File: config.mk
export PLATFORM = sky130hd
export DESIGN_NAME = timer_pool_manager_core
export DESIGN_NICKNAME = d
export VERILOG_FILES = /design/src/hw/rtl/tpm_pkg.sv /design/src/hw/rtl/tpm_cell.sv /design/src/hw/rtl/timer_pool_manager_core.sv
export SDC_FILE = /design/constraint.sdc
export NUM_CORES = 2
export LEC_CHECK = 0
export BUFFER_PORTS_ARGS = -buffer_cell sky130_fd_sc_hd__buf_2
export CAP_MARGIN = 20
export CORE_AREA = 2 2 520 625
export CTS_CLUSTER_SIZE = 8
export DETAILED_ROUTE_END_ITERATION = 6
export DIE_AREA = 0 0 522 627
export MAX_ROUTING_LAYER = met4
export SLEW_MARGIN = 20
export SYNTH_ARGS = -nofsm -noshare
export SYNTH_HDL_FRONTEND = slang
export SYNTH_SLANG_ARGS = --single-unit
File: constraint.sdc
create_clock -name clk -period 19.2 [get_ports clk]
set_input_delay 1.92 -clock clk [delete_from_list [all_inputs] [get_ports clk]]
set_output_delay 1.92 -clock clk [all_outputs]
set_load 0.005 [all_outputs]
File: src/hw/rtl/tpm_pkg.sv
package tpm_pkg;

    localparam int NUM_SLOTS   = 16;
    localparam int MAX_RESULTS = 16;
    localparam int IDX_W       = $clog2(NUM_SLOTS);
    localparam int CNT_W       = $clog2(NUM_SLOTS + 1);
    localparam int TICK_W      = 32;
    localparam int TAG_W       = 32;
    localparam int DELAY_W     = 16;
    localparam int TOTAL_W     = 5;

    localparam logic [1:0] REQ_TICK   = 2'd0;
    localparam logic [1:0] REQ_CREATE = 2'd1;
    localparam logic [1:0] REQ_DELETE = 2'd2;

    localparam logic [2:0] EV_CREATED     = 3'd0;
    localparam logic [2:0] EV_CREATE_FAIL = 3'd1;
    localparam logic [2:0] EV_DELETED     = 3'd2;
    localparam logic [2:0] EV_DEL_IGNORED = 3'd3;
    localparam logic [2:0] EV_EXPIRED     = 3'd4;
    localparam logic [2:0] EV_TICK_IDLE   = 3'd5;

    typedef struct packed {
        logic [1:0]         req_type;
        logic [DELAY_W-1:0] delay;
        logic [TAG_W-1:0]   user_tag;
        logic [3:0]         slot;
    } req_t;

    typedef struct packed {
        logic [2:0]         event_res;
        logic [3:0]         slot_id;
        logic [TAG_W-1:0]   tag_out;
        logic [TOTAL_W-1:0] active_count;
        logic [TICK_W-1:0]  tick_now;
        logic               last;
    } res_t;

    // broadcast from the sequencer to every cell
    typedef struct packed {
        logic              load;
        logic              rotate;
        logic [TICK_W-1:0] tick;
        logic [TICK_W-1:0] expiry;
        logic [TAG_W-1:0]  tag;
    } bcast_t;

    // entry handed from cell to cell around the ring
    typedef struct packed {
        logic              expired;
        logic [TICK_W-1:0] late;
        logic [IDX_W-1:0]  idx;
    } ring_t;

    typedef struct packed {
        logic             busy;
        logic             expired;
        logic [CNT_W-1:0] rank;
        logic [TAG_W-1:0] tag;
    } cell_stat_t;

    typedef enum logic [2:0] {
        ST_IDLE,
        ST_CMD,
        ST_LOAD,
        ST_ROTATE,
        ST_EMIT
    } state_t;

endpackage

File: src/hw/rtl/tpm_cell.sv
module tpm_cell (
    input  logic                       clk,
    input  logic                       rst_n,
    input  logic [tpm_pkg::IDX_W-1:0]  cell_idx,
    input  tpm_pkg::bcast_t            bcast,
    input  logic                       wr,
    input  logic                       clr,
    input  tpm_pkg::ring_t             ring_in,
    output tpm_pkg::ring_t             ring_out,
    output tpm_pkg::cell_stat_t        stat
);

    logic                             busy_reg, busy_next;
    logic                             expired_reg, expired_next;
    logic [tpm_pkg::CNT_W-1:0]        rank_reg, rank_next;
    tpm_pkg::ring_t                   ring_reg, ring_next;
    logic [tpm_pkg::TICK_W-1:0]       expiry_reg, expiry_next;
    logic [tpm_pkg::TAG_W-1:0]        tag_reg, tag_next;
    logic [tpm_pkg::TICK_W-1:0]       late_reg, late_next;
    logic [tpm_pkg::TICK_W-1:0]       late_w;
    logic                             beats;

    assign late_w = bcast.tick - expiry_reg;

    // incoming entry ranks ahead of ours: later overdue, or equal and lower slot
    assign beats = ring_in.expired &&
                   ((ring_in.late > late_reg) ||
                    ((ring_in.late == late_reg) && (ring_in.idx < cell_idx)));

    always_comb
    begin
        busy_next    = busy_reg;
        expired_next = expired_reg;
        rank_next    = rank_reg;
        ring_next    = ring_reg;
        expiry_next  = expiry_reg;
        tag_next     = tag_reg;
        late_next    = late_reg;

        if (bcast.load)
        begin
            late_next         = late_w;
            expired_next      = busy_reg && !late_w[tpm_pkg::TICK_W-1];
            rank_next         = '0;
            ring_next.expired = busy_reg && !late_w[tpm_pkg::TICK_W-1];
            ring_next.late    = late_w;
            ring_next.idx     = cell_idx;
        end
        else if (bcast.rotate)
        begin
            ring_next = ring_in;
            if (beats)
            begin
                rank_next = rank_reg + tpm_pkg::CNT_W'(1);
            end
        end

        if (wr)
        begin
            busy_next   = 1'b1;
            expiry_next = bcast.expiry;
            tag_next    = bcast.tag;
        end
        if (clr)
        begin
            busy_next    = 1'b0;
            expired_next = 1'b0;
        end
    end

    always_ff @(posedge clk or negedge rst_n)
    begin
        if (!rst_n)
        begin
            busy_reg    <= 1'b0;
            expired_reg <= 1'b0;
            rank_reg    <= '0;
            ring_reg    <= '0;
        end
        else
        begin
            busy_reg    <= busy_next;
            expired_reg <= expired_next;
            rank_reg    <= rank_next;
            ring_reg    <= ring_next;
        end
    end

    always_ff @(posedge clk)
    begin
        expiry_reg <= expiry_next;
        tag_reg    <= tag_next;
        late_reg   <= late_next;
    end

    assign ring_out     = ring_reg;
    assign stat.busy    = busy_reg;
    assign stat.expired = expired_reg;
    assign stat.rank    = rank_reg;
    assign stat.tag     = tag_reg;

endmodule

File: src/hw/rtl/timer_pool_manager_core.sv
// Pool of one-shot timers, one slot per cell in a ring of cells.
// Request channel: req / req_valid / req_stall. A transfer takes one request:
// tick, create or delete (type 3 is dropped with no result).
// Result channel: res / res_valid / res_stall, one output register.
// Create and delete: one result, written to the output register from the
// command state once that register is free.
// Tick: a load step latches how late each slot is; in the rotate step the
// cells pass their entries around the ring and each counts how many expired
// entries rank ahead of it; the emit step then puts out one result per
// expired slot, the slot whose rank matches (or one "no expiry" result).
// One request is in work at a time; a new one is taken once the last result
// of the previous one sits in the output register, even if it is not taken.
// A stalled result holds in the output register and the sequence waits.
// Reset frees all slots and clears the tick counter and the active count.
module timer_pool_manager_core (
    input  logic           clk,
    input  logic           rst_n,
    input  tpm_pkg::req_t  req,
    input  logic           req_valid,
    output logic           req_stall,
    output tpm_pkg::res_t  res,
    output logic           res_valid,
    input  logic           res_stall
);

    localparam int N = tpm_pkg::NUM_SLOTS;

    tpm_pkg::state_t                 state_reg, state_next;
    tpm_pkg::req_t                   req_reg, req_next;
    logic [tpm_pkg::TICK_W-1:0]      tick_reg, tick_next;
    logic [tpm_pkg::TOTAL_W-1:0]     total_reg, total_next;
    logic [tpm_pkg::CNT_W-1:0]       rot_cnt_reg, rot_cnt_next;
    logic [tpm_pkg::CNT_W-1:0]       emit_cnt_reg, emit_cnt_next;
    logic                            res_valid_reg, res_valid_next;
    tpm_pkg::res_t                   res_reg, res_next;

    tpm_pkg::bcast_t                 bcast;
    tpm_pkg::ring_t                  ring [N];
    tpm_pkg::cell_stat_t             stat [N];
    logic [N-1:0]                    wr_vec;
    logic [N-1:0]                    clr_vec;
    logic [N-1:0]                    busy_vec;
    logic [N-1:0]                    hit_cur;
    logic [N-1:0]                    hit_nxt;
    logic                            free_found;
    logic [tpm_pkg::IDX_W-1:0]       free_idx;
    logic [tpm_pkg::IDX_W-1:0]       hit_idx;
    logic [tpm_pkg::TAG_W-1:0]       hit_tag;
    logic [tpm_pkg::CNT_W-1:0]       emit_cnt_inc;
    logic                            last_exp;
    logic                            out_free;
    logic [tpm_pkg::IDX_W-1:0]       del_idx;
    logic                            del_hit;

    genvar g;
    generate
        for (g = 0; g < N; g++)
        begin : g_cell
            tpm_cell u_cell (
                .clk      (clk),
                .rst_n    (rst_n),
                .cell_idx (tpm_pkg::IDX_W'(g)),
                .bcast    (bcast),
                .wr       (wr_vec[g]),
                .clr      (clr_vec[g]),
                .ring_in  (ring[(g + N - 1) % N]),
                .ring_out (ring[g]),
                .stat     (stat[g])
            );
        end
    endgenerate

    assign emit_cnt_inc = emit_cnt_reg + tpm_pkg::CNT_W'(1);

    always_comb
    begin
        busy_vec   = '0;
        hit_cur    = '0;
        hit_nxt    = '0;
        free_found = 1'b0;
        free_idx   = '0;
        hit_idx    = '0;
        hit_tag    = '0;
        for (int i = N - 1; i >= 0; i--)
        begin
            busy_vec[i] = stat[i].busy;
            hit_cur[i]  = stat[i].expired && (stat[i].rank == emit_cnt_reg);
            hit_nxt[i]  = stat[i].expired && (stat[i].rank == emit_cnt_inc);
            if (!stat[i].busy)
            begin
                free_found = 1'b1;
                free_idx   = tpm_pkg::IDX_W'(i);
            end
        end
        // ranks of expired cells are unique, so at most one hit
        for (int i = 0; i < N; i++)
        begin
            if (hit_cur[i])
            begin
                hit_idx = hit_idx | tpm_pkg::IDX_W'(i);
                hit_tag = hit_tag | stat[i].tag;
            end
        end
    end

    assign last_exp = !(|hit_nxt) ||
                      (emit_cnt_reg == tpm_pkg::CNT_W'(tpm_pkg::MAX_RESULTS - 1));
    assign del_idx  = req_reg.slot[tpm_pkg::IDX_W-1:0];
    assign del_hit  = (int'(req_reg.slot) < N) && busy_vec[del_idx];
    assign out_free = !res_valid_reg || !res_stall;

    always_comb
    begin
        state_next     = state_reg;
        req_next       = req_reg;
        tick_next      = tick_reg;
        total_next     = total_reg;
        rot_cnt_next   = rot_cnt_reg;
        emit_cnt_next  = emit_cnt_reg;
        res_valid_next = res_valid_reg;
        res_next       = res_reg;
        wr_vec         = '0;
        clr_vec        = '0;
        req_stall      = (state_reg != tpm_pkg::ST_IDLE);

        bcast.load   = 1'b0;
        bcast.rotate = 1'b0;
        bcast.tick   = tick_reg;
        bcast.expiry = tick_reg + tpm_pkg::TICK_W'(req_reg.delay);
        bcast.tag    = req_reg.user_tag;

        if (res_valid_reg && !res_stall)
        begin
            res_valid_next = 1'b0;
        end

        case (state_reg)
            tpm_pkg::ST_IDLE:
            begin
                if (req_valid)
                begin
                    req_next = req;
                    case (req.req_type)
                        tpm_pkg::REQ_TICK:   state_next = tpm_pkg::ST_LOAD;
                        tpm_pkg::REQ_CREATE: state_next = tpm_pkg::ST_CMD;
                        tpm_pkg::REQ_DELETE: state_next = tpm_pkg::ST_CMD;
                        default:             state_next = tpm_pkg::ST_IDLE;
                    endcase
                end
            end

            tpm_pkg::ST_CMD:
            begin
                if (out_free)
                begin
                    res_valid_next        = 1'b1;
                    res_next.tick_now     = tick_reg;
                    res_next.last         = 1'b1;
                    res_next.tag_out      = '0;
                    res_next.slot_id      = '0;
                    res_next.active_count = total_reg;
                    if (req_reg.req_type == tpm_pkg::REQ_CREATE)
                    begin
                        if (free_found)
                        begin
                            wr_vec[free_idx]      = 1'b1;
                            total_next            = total_reg + tpm_pkg::TOTAL_W'(1);
                            res_next.event_res    = tpm_pkg::EV_CREATED;
                            res_next.slot_id      = 4'(free_idx);
                            res_next.tag_out      = req_reg.user_tag;
                            res_next.active_count = total_reg + tpm_pkg::TOTAL_W'(1);
                        end
                        else
                        begin
                            res_next.event_res = tpm_pkg::EV_CREATE_FAIL;
                        end
                    end
                    else
                    begin
                        res_next.slot_id = req_reg.slot;
                        if (del_hit)
                        begin
                            clr_vec[del_idx]      = 1'b1;
                            total_next            = total_reg - tpm_pkg::TOTAL_W'(1);
                            res_next.event_res    = tpm_pkg::EV_DELETED;
                            res_next.active_count = total_reg - tpm_pkg::TOTAL_W'(1);
                        end
                        else
                        begin
                            res_next.event_res = tpm_pkg::EV_DEL_IGNORED;
                        end
                    end
                    state_next = tpm_pkg::ST_IDLE;
                end
            end

            tpm_pkg::ST_LOAD:
            begin
                bcast.load    = 1'b1;
                bcast.tick    = tick_reg + tpm_pkg::TICK_W'(1);
                tick_next     = tick_reg + tpm_pkg::TICK_W'(1);
                rot_cnt_next  = '0;
                emit_cnt_next = '0;
                state_next    = (N > 1) ? tpm_pkg::ST_ROTATE : tpm_pkg::ST_EMIT;
            end

            tpm_pkg::ST_ROTATE:
            begin
                bcast.rotate = 1'b1;
                rot_cnt_next = rot_cnt_reg + tpm_pkg::CNT_W'(1);
                if (rot_cnt_reg == tpm_pkg::CNT_W'(N - 2))
                begin
                    state_next = tpm_pkg::ST_EMIT;
                end
            end

            tpm_pkg::ST_EMIT:
            begin
                if (out_free)
                begin
                    res_valid_next    = 1'b1;
                    res_next.tick_now = tick_reg;
                    if (|hit_cur)
                    begin
                        clr_vec               = hit_cur;
                        total_next            = total_reg - tpm_pkg::TOTAL_W'(1);
                        res_next.event_res    = tpm_pkg::EV_EXPIRED;
                        res_next.slot_id      = 4'(hit_idx);
                        res_next.tag_out      = hit_tag;
                        res_next.active_count = total_reg - tpm_pkg::TOTAL_W'(1);
                        res_next.last         = last_exp;
                        emit_cnt_next         = emit_cnt_inc;
                        if (last_exp)
                        begin
                            state_next = tpm_pkg::ST_IDLE;
                        end
                    end
                    else
                    begin
                        res_next.event_res    = tpm_pkg::EV_TICK_IDLE;
                        res_next.slot_id      = '0;
                        res_next.tag_out      = '0;
                        res_next.active_count = total_reg;
                        res_next.last         = 1'b1;
                        state_next            = tpm_pkg::ST_IDLE;
                    end
                end
            end

            default:
            begin
                state_next = tpm_pkg::ST_IDLE;
            end
        endcase
    end

    always_ff @(posedge clk or negedge rst_n)
    begin
        if (!rst_n)
        begin
            state_reg     <= tpm_pkg::ST_IDLE;
            tick_reg      <= '0;
            total_reg     <= '0;
            rot_cnt_reg   <= '0;
            emit_cnt_reg  <= '0;
            res_valid_reg <= 1'b0;
        end
        else
        begin
            state_reg     <= state_next;
            tick_reg      <= tick_next;
            total_reg     <= total_next;
            rot_cnt_reg   <= rot_cnt_next;
            emit_cnt_reg  <= emit_cnt_next;
            res_valid_reg <= res_valid_next;
        end
    end

    always_ff @(posedge clk)
    begin
        req_reg <= req_next;
        res_reg <= res_next;
    end

    assign res       = res_reg;
    assign res_valid = res_valid_reg;

endmodule
==> Word level (Yosys, flattened, before mapping) <==
Index checks and enable logic that the tools add are counted.
{ "word_totals": {"inputBits": 58, "word_cells": 772, "out_inout_bits": 79, "register_bits": 2422} }
{ "classes": {"magnitude_cmp": 36, "muxes": 259, "eq_ne": 64, "bitwise_logic": 15, "addsub": 38, "reduce_logical": 200} }
{ "op_table": {"columns": ["cell", "count"], "rows": [
  ["2-to-1 mux 37 bit", 32],
  ["2-to-1 mux 32 bit", 18],
  ["== test 32 bit", 16],
  ["greater-than comparator 32 bit", 16],
  ["subtractor 32 bit", 16],
  ["bitwise OR 32 bit", 15],
  ["2-to-1 mux 5 bit", 57],
  ["== test 5 bit", 32],
  ["2-to-1 mux 77 bit", 2],
  ["one-hot mux 77 bit (2 select lines)", 1],
  ["2-to-1 mux 16 bit", 9],
  ["nonzero test 2 bit", 52],
  ["2-to-1 mux 4 bit", 24],
  ["adder 5 x 1 -> 5 bit, second input constant", 19],
  ["2-to-1 mux 1 bit", 92],
  ["logical AND 1 bit", 83],
  ["2-to-1 mux 42 bit", 1],
  ["2-to-1 mux 41 bit", 1],
  ["AND reduction 2 bit", 17],
  ["adder 32 x 1 -> 32 bit, second input constant", 1],
  ["adder 32 x 16 -> 32 bit", 1],
  ["less-than comparator 4 bit, second input constant", 8],
  ["one-hot mux 16 bit (2 select lines)", 1],
  ["OR reduction 16 bit", 2],
  ["other kinds (30)", 96]
]} }

==> Logic depth before layout (Yosys ltp) <==
{ "logic_depth": {"ltp_word": 36, "mapped_depth": 24} }

==> Modules after synthesis <==
From an unflattened synthesis, not the netlist that was laid out.
{ "hier_totals": {"hier_cells": 12654, "area_unflattened_um2": 138492.8} }
{ "modules_own_cells": {"columns": ["mod", "cells_each", "seq_area_each_um2", "instances", "area_per_inst_um2"], "rows": [
  ["tpm_cell at g_cell[10].u_cell ...", 727, 3983.8, 8, 7903.8],
  ["tpm_cell at g_cell[3].u_cell ...", 672, 3983.8, 4, 7662.3],
  ["tpm_cell at g_cell[8].u_cell ...", 672, 3983.8, 2, 7659.8],
  ["timer_pool_manager_core", 1379, 5210.0, 1, 13640.6],
  ["tpm_cell at g_cell[0].u_cell", 727, 3983.8, 1, 7912.6],
  ["tpm_cell at g_cell[6].u_cell", 700, 3983.8, 1, 7739.9]
]} }

==> Worst setup path after synthesis <==
No wires, ideal clock.
{ "synth_timing": {"path_kind": "reg-to-reg", "start": "reg state_reg[2]", "end": "reg g_cell[0].u_cell.late_reg[0] (netlist bit), enable pin", "path_stages_with_launch": 8, "path_buffers": 4, "setup_time_ns": 1.075, "path_slack_ns": 3.080, "arrival_time_ns": 15.045, "required_ns": 18.125, "path_cell_list": "dfrtp_1 > clkbuf_1 > nor2b_1 > buf_4 > nand2_2 > inv_2 > buf_2 > clkbuf_1"} }
{ "synth_via": {"elab_chain_len": 2} }
{ "synth_rtl": {"columns": ["item", "line", "source"], "rows": [
  ["start, declared", "timer_pool_manager_core.sv:28", "tpm_pkg::state_t state_reg, state_next;"],
  ["start signal, assigned", "timer_pool_manager_core.sv:261", "state_reg <= tpm_pkg::ST_IDLE;"],
  ["start signal, assigned", "timer_pool_manager_core.sv:270", "state_reg <= state_next;"],
  ["== test 3 x 2 -> 1 bit", "timer_pool_manager_core.sv:137", "case (state_reg)"],
  ["2-to-1 mux 1 bit", "timer_pool_manager_core.sv:137", null],
  ["end signal, assigned", "tpm_cell.sv:93", "late_reg <= late_next;"],
  ["end, declared", "tpm_cell.sv:19", "logic [tpm_pkg::TICK_W-1:0] late_reg, late_next;"]
]} }
Every way passes these cells.
A chain may end at the register's enable or synchronous reset.

==> impl_results.md <==
* Clock Path Buffers at 4
* Via-to-Cell Ratio at 5.59
* Sequential Area at 69000 sq um
* Clock share of power at 0.290
* Post-CTS Setup Inserts at 0
* Synth Area in Adders at 0.105
* Max cap viols at 0
* Dpl hpwl at 274000 microns
* Critical path peak fanout at 72
* Worst IR drop on VDD at 0.000160 V
* Pre-Repair DR Iteration Count at 7
* Vias in the first global route at 88000
* Initial antenna violation count at 18
* Most common library cells after synthesis: 1667 x edfxtp_1, 1328 x nand2_1, 1204 x inv_1, 1048 x ha_1, 755 x dfrtp_1
* CTS tree: built
* Residual DRC at 0
* Crit share post-route at 0.409
* Internal at 12500 uW
* Avg Cell Area, Syn at 10.9 sq um
* Max Fclk at 127 MHz
* Global-route wire length before repair at 587000 microns
* Synth cell types at 90
* Critical path arrival at 8.65 ns
* Cell taking the most area after synthesis: edfxtp_1
* Nets at 13200
* Largest family of logic cells by synthesized area: compound AO/OA/AOI/OAI gates
* Logic pwr share at 0.312
* Setup TNS at 0 ns
* Hold WC Path Type: flop to flop
* Initial core utilization at 0.398
* Synth area leaders: edfxtp_1 39%, dfrtp_1 15%, ha_1 10%
* WL final at 399000 microns
* Synth Area in Compound Gates at 0.140
* Row cnt at 228
* Count leader, synth: edfxtp_1
* Power Dens Cells at 137 nW/um^2
* IO Count at 137
* Worst setup SP type: flop
* H-tree depth at 5
* Vias at 92500
* Critical path class: flop to flop
* RSZ-0062 raised after global routing: no
* Root buf cell: clkbuf_16
* Final Hold Viols at 0
* Slew Limit Headroom at 0.193
* Clock slew at reported path FFs at 0.05 ns
* Area of the multi-input gates at 53800 sq um
* Ys flop type: edfxtp_1
* Min Clock Period, post-route at 7.84 ns
* XOR/XNOR Fraction of Synth Area at 0.0463
* Routed Antenna Nets at 0
* Critical R2R Launch: state_reg[0]
* Slowest CP cell: dfrtp_4
* Chip width at 522 microns
* EDFF count, synth at 1667
* Final Max Tran Viols at 0
* Final instance area at 145000 sq um
* Sw Share at 0.370
* RR Endpoint: g_cell[12].u_cell.ring_out[34]
* Fill cells at 30000
* Total global routing overflow at 0
* Flop pwr share at 0.398
* Post-synth ARST share at 0.312
* Worst skew pair latency at 0.93 ns
* CTS Sinks at 2422
* Reg2Reg Depth at 21
* CP peak stage delay at 0.73 ns
* Largest net degree at the start of global routing at 199
* Mux share of post-synthesis cell area at 0.0103
* DRT iter0 DRCs at 8669
* Yosys top cell area share at 0.392
* Cell Area, Placed at 135000 sq um
* Worst EP required at 20.01 ns
* Leakage power at 0.0627 uW
* Critical Path, Cell by Cell: inv_8 -> nand2_8 -> inv_8 -> buf_4 -> and3_1 -> and4_1 -> nand3_1 -> xnor2_2 -> buf_4 -> ha_1 -> a21o_1 -> a21o_1 -> a221oi_1 -> o21ai_0 -> a31oi_1 -> a21oi_1 -> a221oi_1 -> a21oi_1 -> xor2_1 -> nor2_1 -> a31oi_1
* Hold Path Depth at 2
* Final setup fails at 0
* Die height at 627 microns
* Layout Skew at 0.110 ns
* Layout Utilization at 0.451
* Synth Warn # at 0
* Core ar. at 321000 sq um
* Synthesized net count at 12900
* Gpl congestion at 0.960
* Worst-margin pin slew at 1.20 ns
* Max reg flops at 592
* Hold Crit Endpoint: g_cell[11].u_cell.ring_out[0]
* R2R Setup Slk at 11.36 ns
* Die area at 327000 sq um
* Crit path capture type: flop
* Seq cells post-synth at 2422
* Min-delay src: g_cell[11].u_cell.ring_out[0]
* CTS-repair resized insts at 0
* Synth Instances at 11800
* Simple-gate share of the synthesized area at 0.112
* Post-synthesis sequential area ratio at 0.539
* # port buffers at 136
* # hold bufs at CTS at 0
* Layout cell share with drive strength beyond 1 at 0.0688
* DR WL/cell at 24.1 microns
* Status: completed
* Area Growth Syn to Fin at 13.1%
* Synthesized cell area at 128000 sq um
* Gr usage total at 0.247
* TritonCTS buffer count at 345
* P_sw at 7320 uW
-- worst max-delay path by stage --
stage	from	end	slack, ns
finish	state_reg[0]	g_cell[12].u_cell.ring_out[34]	11.36
global route	state_reg[0]	g_cell[12].u_cell.ring_out[34]	10.89
CTS	state_reg[0]	g_cell[12].u_cell.ring_out[34]	11.47
detailed placement	state_reg[0]	g_cell[12].u_cell.ring_out[34]	11.47
global placement	state_reg[0]	g_cell[12].u_cell.ring_out[32]	11.53
floorplan	state_reg[2]	g_cell[0].u_cell.late_reg[0]	3.08
-- cell type report --
class,instances,area share
inverter,1206,0.0314
clock inverter,18,0.00227
multi-input combinational,7743,0.372
antenna,14,0.000242
tap,4255,0.0368
clock buffer,586,0.0665
sequential,2422,0.477
timing repair buffer,309,0.0143
-- cells in the final DEF (no fill, tap or decap), drive strengths merged, types with 68 or more instances in the layout --
cell       n
o21ai    463
nor2     739
a211oi    68
a221oi   111
nor2b    122
nand2b    72
clkbuf   586
xor2     225
ha      1048
and3      86
o21a     160
mux2i    119
xnor2    446
a21o     369
dfrtp    755
edfxtp  1667
nor3      93
o21bai    69
a22oi     91
a22o     104
a31oi    373
a21oi    597
nand2   1329
nand4    230
nand3    274
buf      309
inv     1212
-- critical path: cells and delay by family, from the launching register on --
kind | cells | cell delay, ns
xor+xnor | 2 | 0.33
simple gates | 5 | 1.34
buf+inv | 4 | 2.07
compound gates | 9 | 2.78
fa+ha+maj | 1 | 0.39
flops | 1 | 0.73
-- power by group through the flow --
stage / clock [uW] / combinational (uW) / sequential (uW)
after global placement: 0 / 6050 / 7990
after detailed placement: 0 / 6150 / 8000
after CTS: 5820 / 6190 / 7920
after floorplan: 0 / 4230 / 7690
after global routing: 6030 / 6910 / 7980
final: 5740 / 6180 / 7890
-- through the flow --
step                      cells  total power, uW  worst slack [ns]  hold slack, ns
after global routing      16500            20900             10.89           0.497
after detailed placement  15900            14100             11.47           0.458
final                     16600            19800             11.36           0.467
after floorplan           11800            11900              3.08           0.440
after global placement    15900            14000             11.53           0.451
after CTS                 16500            19900             11.47           0.469
-- layer usage --
metal / vias up / GRT usage / share of wire
met5: - / - / 0
met4: 0 / 0.0904 / 0.042
met3: 815 / 0.0297 / 0.060
met2: 3264 / 0.408 / 0.48
met1: 45400 / 0.310 / 0.41
li1: 43000 / - / -
-- logic make-up after synthesis --
group,count (synthesis)
flops,2422
simple gates,3157
fa+ha+maj,1065
buf+inv,1589
mux,125
xor+xnor,671
compound gates,2725
Note: power is estimated with default switching activity, not from simulation.
